--- src/rtl/hhbp_pkg.sv ---
`timescale 1ns / 1ps
// ----------------------------------------------------------------------------
// hhbp_pkg
// Shared types and constants for the http header byte parser.
// ----------------------------------------------------------------------------
package hhbp_pkg;

  localparam logic [7:0]  ChCr    = 8'h0d;
  localparam logic [7:0]  ChLf    = 8'h0a;
  localparam logic [7:0]  ChColon = 8'h3a;
  localparam logic [7:0]  ChSpace = 8'h20;

  localparam logic [15:0] CountMax      = 16'hffff;
  localparam logic [15:0] LimitResetVal = 16'd255;

  typedef enum logic [9:0] {
    StStart = 10'b00_0000_0001,
    StKey   = 10'b00_0000_0010,
    StColon = 10'b00_0000_0100,
    StSpace = 10'b00_0000_1000,
    StValue = 10'b00_0001_0000,
    StCr    = 10'b00_0010_0000,
    StLf    = 10'b00_0100_0000,
    StEndCr = 10'b00_1000_0000,
    StEnd   = 10'b01_0000_0000,
    StError = 10'b10_0000_0000
  } state_e;

  typedef enum logic [3:0] {
    RoleSkip     = 4'd0,
    RoleKey      = 4'd1,
    RoleColon    = 4'd2,
    RoleSpace    = 4'd3,
    RoleValue    = 4'd4,
    RoleLineCr   = 4'd5,
    RoleLineLf   = 4'd6,
    RoleEndCr    = 4'd7,
    RoleEndLf    = 4'd8,
    RoleAfterEnd = 4'd9,
    RoleErrByte  = 4'd10,
    RoleAfterErr = 4'd11
  } role_e;

  typedef struct packed {
    logic [15:0] value_length;
    logic [15:0] key_length;
    role_e       role;
    logic [7:0]  byte_echo;
    logic        line_done;
    logic        block_done;
    logic        parse_error;
  } result_t;

  typedef struct packed {
    logic [7:0] data_byte;
    logic       first;
  } in_word_t;

  function automatic logic [15:0] sat_inc(input logic [15:0] v);
    sat_inc = (v == CountMax) ? CountMax : v + 16'd1;
  endfunction

endpackage

--- src/rtl/hhbp_in_reg.sv ---
`timescale 1ns / 1ps
// ----------------------------------------------------------------------------
// hhbp_in_reg
// Input register stage holding one received word until the parser takes it.
// ----------------------------------------------------------------------------
module hhbp_in_reg import hhbp_pkg::*; (
  input  logic     clk_i,
  input  logic     rst_ni,
  input  logic     valid_i,
  output logic     ready_o,
  input  in_word_t word_i,
  output logic     valid_o,
  input  logic     ready_i,
  output in_word_t word_o
);

  logic     valid_q, valid_d;
  in_word_t word_q, word_d;

  assign ready_o = !valid_q || ready_i;

  always_comb begin
    valid_d = valid_q;
    word_d  = word_q;
    if (ready_o) begin
      valid_d = valid_i;
      word_d  = word_i;
    end
  end

  always_ff @(posedge clk_i or negedge rst_ni) begin
    if (!rst_ni) begin
      valid_q <= 1'b0;
    end else begin
      valid_q <= valid_d;
    end
  end

  always_ff @(posedge clk_i) begin
    word_q <= word_d;
  end

  assign valid_o = valid_q;
  assign word_o  = word_q;

endmodule

--- src/rtl/hhbp_fsm.sv ---
`timescale 1ns / 1ps
// ----------------------------------------------------------------------------
// hhbp_fsm
// Byte classifier state machine with key and value counters.
// ----------------------------------------------------------------------------
module hhbp_fsm import hhbp_pkg::*; (
  input  logic        clk_i,
  input  logic        rst_ni,
  input  logic        step_i,
  input  in_word_t    word_i,
  input  logic [15:0] limit_i,
  output result_t     res_o
);

  state_e      state_q, state_d, state_cur;
  logic [15:0] key_q, key_d, key_cur;
  logic [15:0] voff_q, voff_d, voff_cur, voff_inc;
  logic [7:0]  b;

  assign b         = word_i.data_byte;
  assign state_cur = word_i.first ? StStart : state_q;
  assign key_cur   = word_i.first ? 16'd0 : key_q;
  assign voff_cur  = word_i.first ? 16'd0 : voff_q;
  assign voff_inc  = sat_inc(voff_cur);

  always_comb begin
    state_d            = state_cur;
    key_d              = key_cur;
    voff_d             = voff_cur;
    res_o              = '0;
    res_o.byte_echo    = b;
    res_o.role         = RoleSkip;
    unique case (state_cur)
      StStart: begin
        if (b != ChCr && b != ChLf) begin
          state_d    = StKey;
          key_d      = 16'd1;
          res_o.role = RoleKey;
        end
      end
      StKey: begin
        if (b == ChColon) begin
          state_d    = StColon;
          res_o.role = RoleColon;
        end else if (b == ChCr || b == ChLf) begin
          state_d    = StError;
          res_o.role = RoleErrByte;
        end else begin
          key_d      = sat_inc(key_cur);
          res_o.role = RoleKey;
        end
      end
      StColon: begin
        if (b == ChSpace) begin
          state_d    = StSpace;
          res_o.role = RoleSpace;
        end else begin
          state_d    = StError;
          res_o.role = RoleErrByte;
        end
      end
      StSpace: begin
        state_d    = StValue;
        voff_d     = 16'd0;
        res_o.role = RoleValue;
      end
      StValue: begin
        voff_d = voff_inc;
        if (b == ChCr) begin
          state_d    = StCr;
          res_o.role = RoleLineCr;
        end else if (voff_inc > limit_i) begin
          state_d    = StError;
          res_o.role = RoleErrByte;
        end else begin
          res_o.role = RoleValue;
        end
      end
      StCr: begin
        if (b == ChLf) begin
          state_d            = StLf;
          res_o.role         = RoleLineLf;
          res_o.line_done    = 1'b1;
          res_o.key_length   = key_cur;
          res_o.value_length = voff_cur;
        end else begin
          state_d    = StError;
          res_o.role = RoleErrByte;
        end
      end
      StLf: begin
        if (b == ChCr) begin
          state_d    = StEndCr;
          res_o.role = RoleEndCr;
        end else begin
          state_d    = StKey;
          key_d      = 16'd1;
          res_o.role = RoleKey;
        end
      end
      StEndCr: begin
        if (b == ChLf) begin
          state_d          = StEnd;
          res_o.role       = RoleEndLf;
          res_o.block_done = 1'b1;
        end else begin
          state_d    = StError;
          res_o.role = RoleErrByte;
        end
      end
      StEnd: begin
        res_o.role = RoleAfterEnd;
      end
      default: begin
        state_d    = StError;
        res_o.role = RoleAfterErr;
      end
    endcase
    res_o.parse_error = (state_d == StError);
  end

  always_ff @(posedge clk_i or negedge rst_ni) begin
    if (!rst_ni) begin
      state_q <= StStart;
      key_q   <= 16'd0;
      voff_q  <= 16'd0;
    end else if (step_i) begin
      state_q <= state_d;
      key_q   <= key_d;
      voff_q  <= voff_d;
    end
  end

endmodule

--- src/rtl/hhbp_out_reg.sv ---
`timescale 1ns / 1ps
// ----------------------------------------------------------------------------
// hhbp_out_reg
// Result register holding one classified word until the sink takes it.
// ----------------------------------------------------------------------------
module hhbp_out_reg import hhbp_pkg::*; (
  input  logic    clk_i,
  input  logic    rst_ni,
  input  logic    valid_i,
  output logic    ready_o,
  input  result_t res_i,
  output logic    valid_o,
  input  logic    ready_i,
  output result_t res_o
);

  logic    valid_q, valid_d;
  result_t res_q, res_d;

  assign ready_o = !valid_q || ready_i;

  always_comb begin
    valid_d = valid_q;
    res_d   = res_q;
    if (ready_o) begin
      valid_d = valid_i;
      res_d   = res_i;
    end
  end

  always_ff @(posedge clk_i or negedge rst_ni) begin
    if (!rst_ni) begin
      valid_q <= 1'b0;
    end else begin
      valid_q <= valid_d;
    end
  end

  always_ff @(posedge clk_i) begin
    res_q <= res_d;
  end

  assign valid_o = valid_q;
  assign res_o   = res_q;

endmodule

--- src/rtl/http_header_byte_parser.sv ---
// path: input register, combinational state update, result register
// throughput: one byte per cycle unless the result sink stalls; the per-byte
// state update is byte compares and a 16-bit counter step between the registers
// reset: parser returns to the start state, counters clear, value offset
// limit returns to 255; no clearing pass
`timescale 1ns / 1ps
// ----------------------------------------------------------------------------
// http_header_byte_parser
// Classifies each byte of an http header block and reports line lengths.
// ----------------------------------------------------------------------------
module http_header_byte_parser import hhbp_pkg::*; (
  input  logic        clk_i,
  input  logic        rst_ni,
  input  logic        cfg_valid_i,
  output logic        cfg_ready_o,
  input  logic [15:0] cfg_data_i,     // value_offset_limit
  input  logic        s_axis_tvalid_i,
  output logic        s_axis_tready_o,
  input  logic [7:0]  s_axis_tdata_i, // data_byte
  input  logic        s_axis_tuser_i, // first
  output logic        m_axis_tvalid_o,
  input  logic        m_axis_tready_i,
  output logic [47:0] m_axis_tdata_o, // byte_echo, role, key_length, value_length, zero pad
  output logic [1:0]  m_axis_tuser_o, // line_done, parse_error
  output logic        m_axis_tlast_o  // block_done
);

  logic [15:0] limit_q;
  in_word_t    in_word, stage_word;
  logic        stage_valid, stage_ready;
  result_t     res_comb, res_out;

  assign cfg_ready_o = 1'b1;

  always_ff @(posedge clk_i or negedge rst_ni) begin
    if (!rst_ni) begin
      limit_q <= LimitResetVal;
    end else if (cfg_valid_i) begin
      limit_q <= cfg_data_i;
    end
  end

  assign in_word.data_byte = s_axis_tdata_i;
  assign in_word.first     = s_axis_tuser_i;

  hhbp_in_reg u_in_reg (
    .clk_i   (clk_i),
    .rst_ni  (rst_ni),
    .valid_i (s_axis_tvalid_i),
    .ready_o (s_axis_tready_o),
    .word_i  (in_word),
    .valid_o (stage_valid),
    .ready_i (stage_ready),
    .word_o  (stage_word)
  );

  hhbp_fsm u_fsm (
    .clk_i   (clk_i),
    .rst_ni  (rst_ni),
    .step_i  (stage_valid && stage_ready),
    .word_i  (stage_word),
    .limit_i (limit_q),
    .res_o   (res_comb)
  );

  hhbp_out_reg u_out_reg (
    .clk_i   (clk_i),
    .rst_ni  (rst_ni),
    .valid_i (stage_valid),
    .ready_o (stage_ready),
    .res_i   (res_comb),
    .valid_o (m_axis_tvalid_o),
    .ready_i (m_axis_tready_i),
    .res_o   (res_out)
  );

  assign m_axis_tdata_o = {4'b0000, res_out.value_length, res_out.key_length,
                           res_out.role, res_out.byte_echo};
  assign m_axis_tuser_o = {res_out.parse_error, res_out.line_done};
  assign m_axis_tlast_o = res_out.block_done;

endmodule

--- config.mk ---
export PLATFORM = sky130hd
export DESIGN_NAME = http_header_byte_parser
export DESIGN_NICKNAME = d
export VERILOG_FILES = /design/src/rtl/hhbp_pkg.sv /design/src/rtl/hhbp_in_reg.sv /design/src/rtl/hhbp_fsm.sv /design/src/rtl/hhbp_out_reg.sv /design/src/rtl/http_header_byte_parser.sv
export SDC_FILE = /design/constraint.sdc
export NUM_CORES = 1
export LEC_CHECK = 0
export BUFFER_PORTS_ARGS = -buffer_cell sky130_fd_sc_hd__buf_2
export CAP_MARGIN = 20
export CORE_MARGIN = 10
export CORE_UTILIZATION = 58
export DETAILED_ROUTE_END_ITERATION = 6
export GPL_TIMING_DRIVEN = 0
export PLACE_DENSITY = 0.92
export REMOVE_ABC_BUFFERS = 1
export SETUP_SLACK_MARGIN = 0.3
export SLEW_MARGIN = 40
export SYNTH_ARGS = -nofsm -noshare
export SYNTH_HDL_FRONTEND = slang
export SYNTH_SLANG_ARGS = --single-unit
--- constraint.sdc ---
create_clock -name clk_i -period 5.15 [get_ports clk_i]
set_clock_uncertainty 0.05 [all_clocks]
set_input_delay 0.515 -clock clk_i [delete_from_list [all_inputs] [get_ports clk_i]]
set_output_delay 0.515 -clock clk_i [all_outputs]
set_load 0.05 [all_outputs]
* Word level (Yosys, flattened, before mapping) *
Cells that the tools add are included.

operators by class
  add/subtract/negate cells = 2
  magnitude comparators = 1
  eq/ne operators = 18
  mux-type cells = 32
  reductions and logical operators = 8

operator list
  operator                 count
  $mux W16                 8
  $mux W10                 9
  $pmux W10 S9             1
  $pmux W16 S3             1
  $pmux W4 S9              1
  $add A16 B1 Y16 const B  2
  $eq A16 B16 Y1 const B   2
  $pmux W16 S2             1
  $mux W4                  6
  $eq A8 B4 Y1 const B     2
  $eq A8 B6 Y1 const B     2
  $gt A16 B16 Y1           1
  $ne A8 B4 Y1 const B     2
  $eq A10 B1 Y1 const B    1
  $eq A10 B10 Y1 const B   1
  $eq A10 B2 Y1 const B    1
  $eq A10 B3 Y1 const B    1
  $eq A10 B4 Y1 const B    1
  $eq A10 B5 Y1 const B    1
  $eq A10 B6 Y1 const B    1
  $eq A10 B7 Y1 const B    1
  $eq A10 B8 Y1 const B    1
  $eq A10 B9 Y1 const B    1
  $mux W8                  1
  other kinds (7)          12

word-level totals
  register bits after elaboration = 116
  input port bits = 30
  output and inout bits = 54
  word-level logic and storage cells = 76

* Logic depth before layout (Yosys ltp) *
  depth after elaboration = 8
  depth in mapped cells = 18

* Modules after synthesis *
From an unflattened synthesis, not the netlist that was laid out.

unflattened totals
  cell total of the unflattened synthesis = 605
  area total of the unflattened synthesis = 6309.8 µm²

by module, submodules not included
  module                   times used  cells each  area each (µm²)  seq. area each (µm²)
  hhbp_fsm                 1           501         3822.4           1052.3
  hhbp_out_reg             1           50          1458.9           1436.4
  http_header_byte_parser  1           42          710.7            410.4
  hhbp_in_reg              1           12          317.8            295.3

* Worst setup path after synthesis *
Ideal clock, no wire load.

  kind = register to register
  from = reg u_in_reg.word_q, in the netlist u_in_reg.word_o[0]
  to = reg u_out_reg.res_q, in the netlist u_out_reg.res_o[13] (data pin)
  library setup time = 0.265 ns
  arrival = 4.041 ns
  data required time = 4.835 ns
  slack = 0.794 ns
  stages on the path, launching flop included = 17
  buffers on the path = 4
  period minus slack after synthesis = 4.356 ns
  path through = edfxtp_1 -> buf_2 -> clkbuf_1 -> clkbuf_1 -> nor2b_1 -> ha_1 -> and3b_1 -> and3_1 -> nand3_1 -> clkbuf_1 -> o21ai_0 -> ha_1 -> nand4_1 -> or4_1 -> o211ai_1 -> a22oi_1 -> or3_1

RTL lines
  element                   line                source
  start: declaration        hhbp_in_reg.sv:18   in_word_t word_q, word_d;
  start signal: assignment  hhbp_in_reg.sv:40   word_q <= word_d;
  end signal: assignment    hhbp_out_reg.sv:40  res_q <= res_d;
  end: declaration          hhbp_out_reg.sv:18  result_t res_q, res_d;

==> flow_summary.yaml <==
floorplanning:
  die_w_um: 123
  start_util_pct: 59.5
  die_h_um: 123
  ioPinCount: 84
  die-area_um2: 15100
  rows: 37
  core_um2: 10300
timing:
  max_slew_margin_pct: 48.9
  slew_viol_final: 0
  period_share_pct: 93.0
  max_freq_mhz: 209
  rsz0062_at_grt: "false"
  hold_ws_ns: 0.104
  setup_viol: 0
  fin_crit_ns: 4.79
  hold_viol: 0
  worstMarginPinSlew_ns: 0.760
  final.setup.tns_ns: 0
synthesis:
  yosysSeqAreaShare_pct: 52.0
  synth_compound_area_share_pct: 15.2
  yosys_warnings: 0
  ys_ff_latch: 116
  synthCells: 602
  synth_edf_count: 56
  synth_xor_area_share_pct: 1.85
  ys_types: 71
  synth_fa_ha_area_share_pct: 3.67
  synth_mux_area_share_pct: 0.346
  netlist_area_um2: 6140
  avgSynthCellArea_um2: 10.2
  synthArstFlopShare_pct: 51.7
  synth_simple_gate_area_share_pct: 23.2
  synth_top_family_by_area: "simple AND/OR/NAND/NOR gates"
  ys.flop_type: "edfxtp_1"
clocking:
  cts_root_buf: "clkbuf_8"
  clockBufferDepth: 2
  cts-htree-levels: 4
  cts_tree: "done"
  cts.sinks: 116
  clkLatencyLatePin_ns: 0.54
  clkSlewWorstSetupHoldPaths_ns: 0.06
  cts_buffers: 17
outcome:
  outcome: "finished, final reports clean"
cells_and_area:
  seq_area_um2: 3190
  multi_input_area_um2: 2760
  final_common_cell: "buf_2"
  fillCellCount: 747
  area_growth_pct: 18.9
  num_antenna_cells: 0
  layout-drive-gt1-share_pct: 21.0
  fin_area_um2: 7300
  layout_common_cells: "buf_2 (77), nand2_1 (70), edfxtp_1 (56)"
  final_nets: 730
route:
  avgViaCountPerCell: 6.31
  drt_wl_total_mm: 16.1
  routedWlPerCell_um: 19.3
  vias: 5242
  dr.pass1.iters: 5
  drt_iter0_drc: 534
  postRouteAntennaNets: 0
  drc: 0
worst_setup_path:
  crit_required_ns: 5.37
  reg2reg_to: "u_out_reg.res_o[13]"
  path_buf_inv: 2
  critical_path_arrival_ns: 5.01
  r2r_slack_ns: 0.36
  critPathLaunchType: "flip-flop"
  rr_worst_depth: 13
  critPathCaptureType: "flip-flop"
  rr_startpoint: "u_in_reg.word_o[0]"
  path_class: "flip-flop to flip-flop"
  critical-path-top-delay-family: "simple AND/OR/NAND/NOR gates"
  cpMaxStageDelayCell: "nor4b_1"
  slowest_delay_ns: 0.68
  crit_chain: "buf_6 > buf_8 > nand2b_1 > nor4b_1 > nand3_1 > xor2_1 > o21ai_0 > ha_1 > nand4_1 > or4_1 > o211ai_1 > a22oi_1 > or3_1"
  path_max_fanout: 17
global_routing:
  grt_start_max_net_pins: 61
  grt_pass1_vias: 5192
  track_usage_pct: 21.9
  antenna_found_initial: 0
  grt_remaining_overflow: 0
  grt_pass1_wl_mm: 26.3
placement:
  dpl.hpwl_mm: 10.5
  postPlaceCellArea_um2: 6640
  gp_congestion: 0.906
  port_buffers: 78
power:
  switching_power_mw: 0.695
  p_seq_share_pct: 40.9
  p_int_mw: 1.93
  cellPowerDensity_nw_per_um2: 360
  vdd_drop_max_mv: 0.189
  power_leakage_nw: 3.16
  combPwrFrac_pct: 12.8
  p_sw_share_pct: 26.5
  pwr-share-clk_pct: 46.4
job:
  maxCapViolCount: 0
min_path:
  hold_class: "input pin to flip-flop"
  hold-path-endpoint: "u_in_reg.word_o[1]"
  hp-start: "s_axis_tdata_i[0]"
  hold_path_depth: 1
[worst max-delay path by stage]
stage                                   from                   to  slack [ns]  depth (start not counted)
after floorplan           u_in_reg.word_o[0]  u_out_reg.res_o[13]        1.10                         12
after global placement    u_in_reg.word_o[0]  u_out_reg.res_o[13]        0.21                         12
after detailed placement  u_in_reg.word_o[0]  u_out_reg.res_o[13]        0.54                         14
after CTS                 u_in_reg.word_o[0]  u_out_reg.res_o[13]        0.35                         15
after global routing      u_in_reg.word_o[0]  u_out_reg.res_o[13]        0.28                         15
final                     u_in_reg.word_o[0]  u_out_reg.res_o[13]        0.36                         13
[kinds of logic after synthesis]
| family | Yosys count |
|---|---|
| and+or+nand+nor | 265 |
| AOI/OAI and AO/OA | 136 |
| DFF | 116 |
| buffers and inverters | 50 |
| adders and majority gates | 18 |
| xor gates and xnor gates | 13 |
| other | 2 |
| muxes | 2 |
[power by group through the flow]
stage	Clock [mW]	Sequential, mW	Combinational, mW
finish	1.22	1.07	0.335
global route	1.27	1.08	0.358
CTS	1.22	1.07	0.331
detailed placement	0	1.09	0.327
global placement	0	1.09	0.305
floorplan	0	1.18	0.127
[registers in the layout, indices dropped and copies added (netlist names)]
register	count
u_in_reg.word_o	9
limit_q	16
u_out_reg.res_o	47
u_out_reg.valid_o	1
u_fsm.state_q	10
u_fsm.key_q	16
u_fsm.voff_q	16
u_in_reg.valid_o	1
[stage by stage]
step / util (%) / instances / setup WS (ns) / total power, mW
after floorplan: - / 577 / 1.10 / 1.31
after global placement: 63.7 / 791 / 0.212 / 1.40
after detailed placement: 64.3 / 794 / 0.541 / 1.42
after CTS: 70.2 / 826 / 0.353 / 2.62
after global routing: 70.7 / 831 / 0.278 / 2.71
final: 70.7 / 831 / 0.359 / 2.63
[cell usage after synthesis (all sizes together), types with 4 or more instances]
cell type	n	share of area [%]
ha	18	3.7
and3	8	0.82
edfxtp	56	27
nand3	23	2.0
nand3b	4	0.49
nand2b	11	1.1
a21o	7	0.86
clkbuf	19	1.2
a22o	19	2.7
nor2	48	3.1
inv	21	1.3
nand2	71	4.3
o21ai	43	3.5
and2	25	2.5
xnor2	6	0.86
or3	4	0.41
nand4	16	1.6
nor2b	10	1.0
buf	9	1.0
a21oi	22	1.8
and4b	4	0.65
nor4	8	1.1
xor2	7	1.0
dfstp	9	3.9
or4	4	0.61
nor3	16	1.6
a31oi	6	0.86
dfrtp	51	21
[cell type report]
class                      instances  area share [%]
sequential                       116            43.8
multi-input combinational        439            37.8
timing repair buffer              86            6.62
clock buffer                      22            6.21
tap                              136            2.33
clock inverter                    10            2.13
inverter                          22            1.13
[routing by layer]
| layer | track usage [%] | part of all wire (%) | vias to the layer above |
|---|---|---|---|
| met2 | 35.0 | 48 | 336 |
| li1 | - | - | 2370 |
| met4 | 9.35 | 2.3 | 0 |
| met1 | 27.5 | 40 | 2488 |
| met5 | 0 | 0 | - |
| met3 | 5.92 | 10 | 48 |
[repair_timing]
action                                 CTS  global route
endpoints found under the hold margin    0            51
setup endpoints to repair                0             5
hold buffers                             0             1
gates resized for setup                  0             2
buffers inserted                         0             4
[worst register-to-register path, cell delays in order, from the launching register on]
cell	delay (ns)
edfxtp_1	0.50
buf_6	0.22
buf_8	0.16
nand2b_1	0.23
nor4b_1	0.68
nand3_1	0.30
xor2_1	0.24
o21ai_0	0.15
ha_1	0.38
nand4_1	0.15
or4_1	0.61
o211ai_1	0.34
a22oi_1	0.15
or3_1	0.37
No activity file was read; power rests on OpenSTA's default activity.
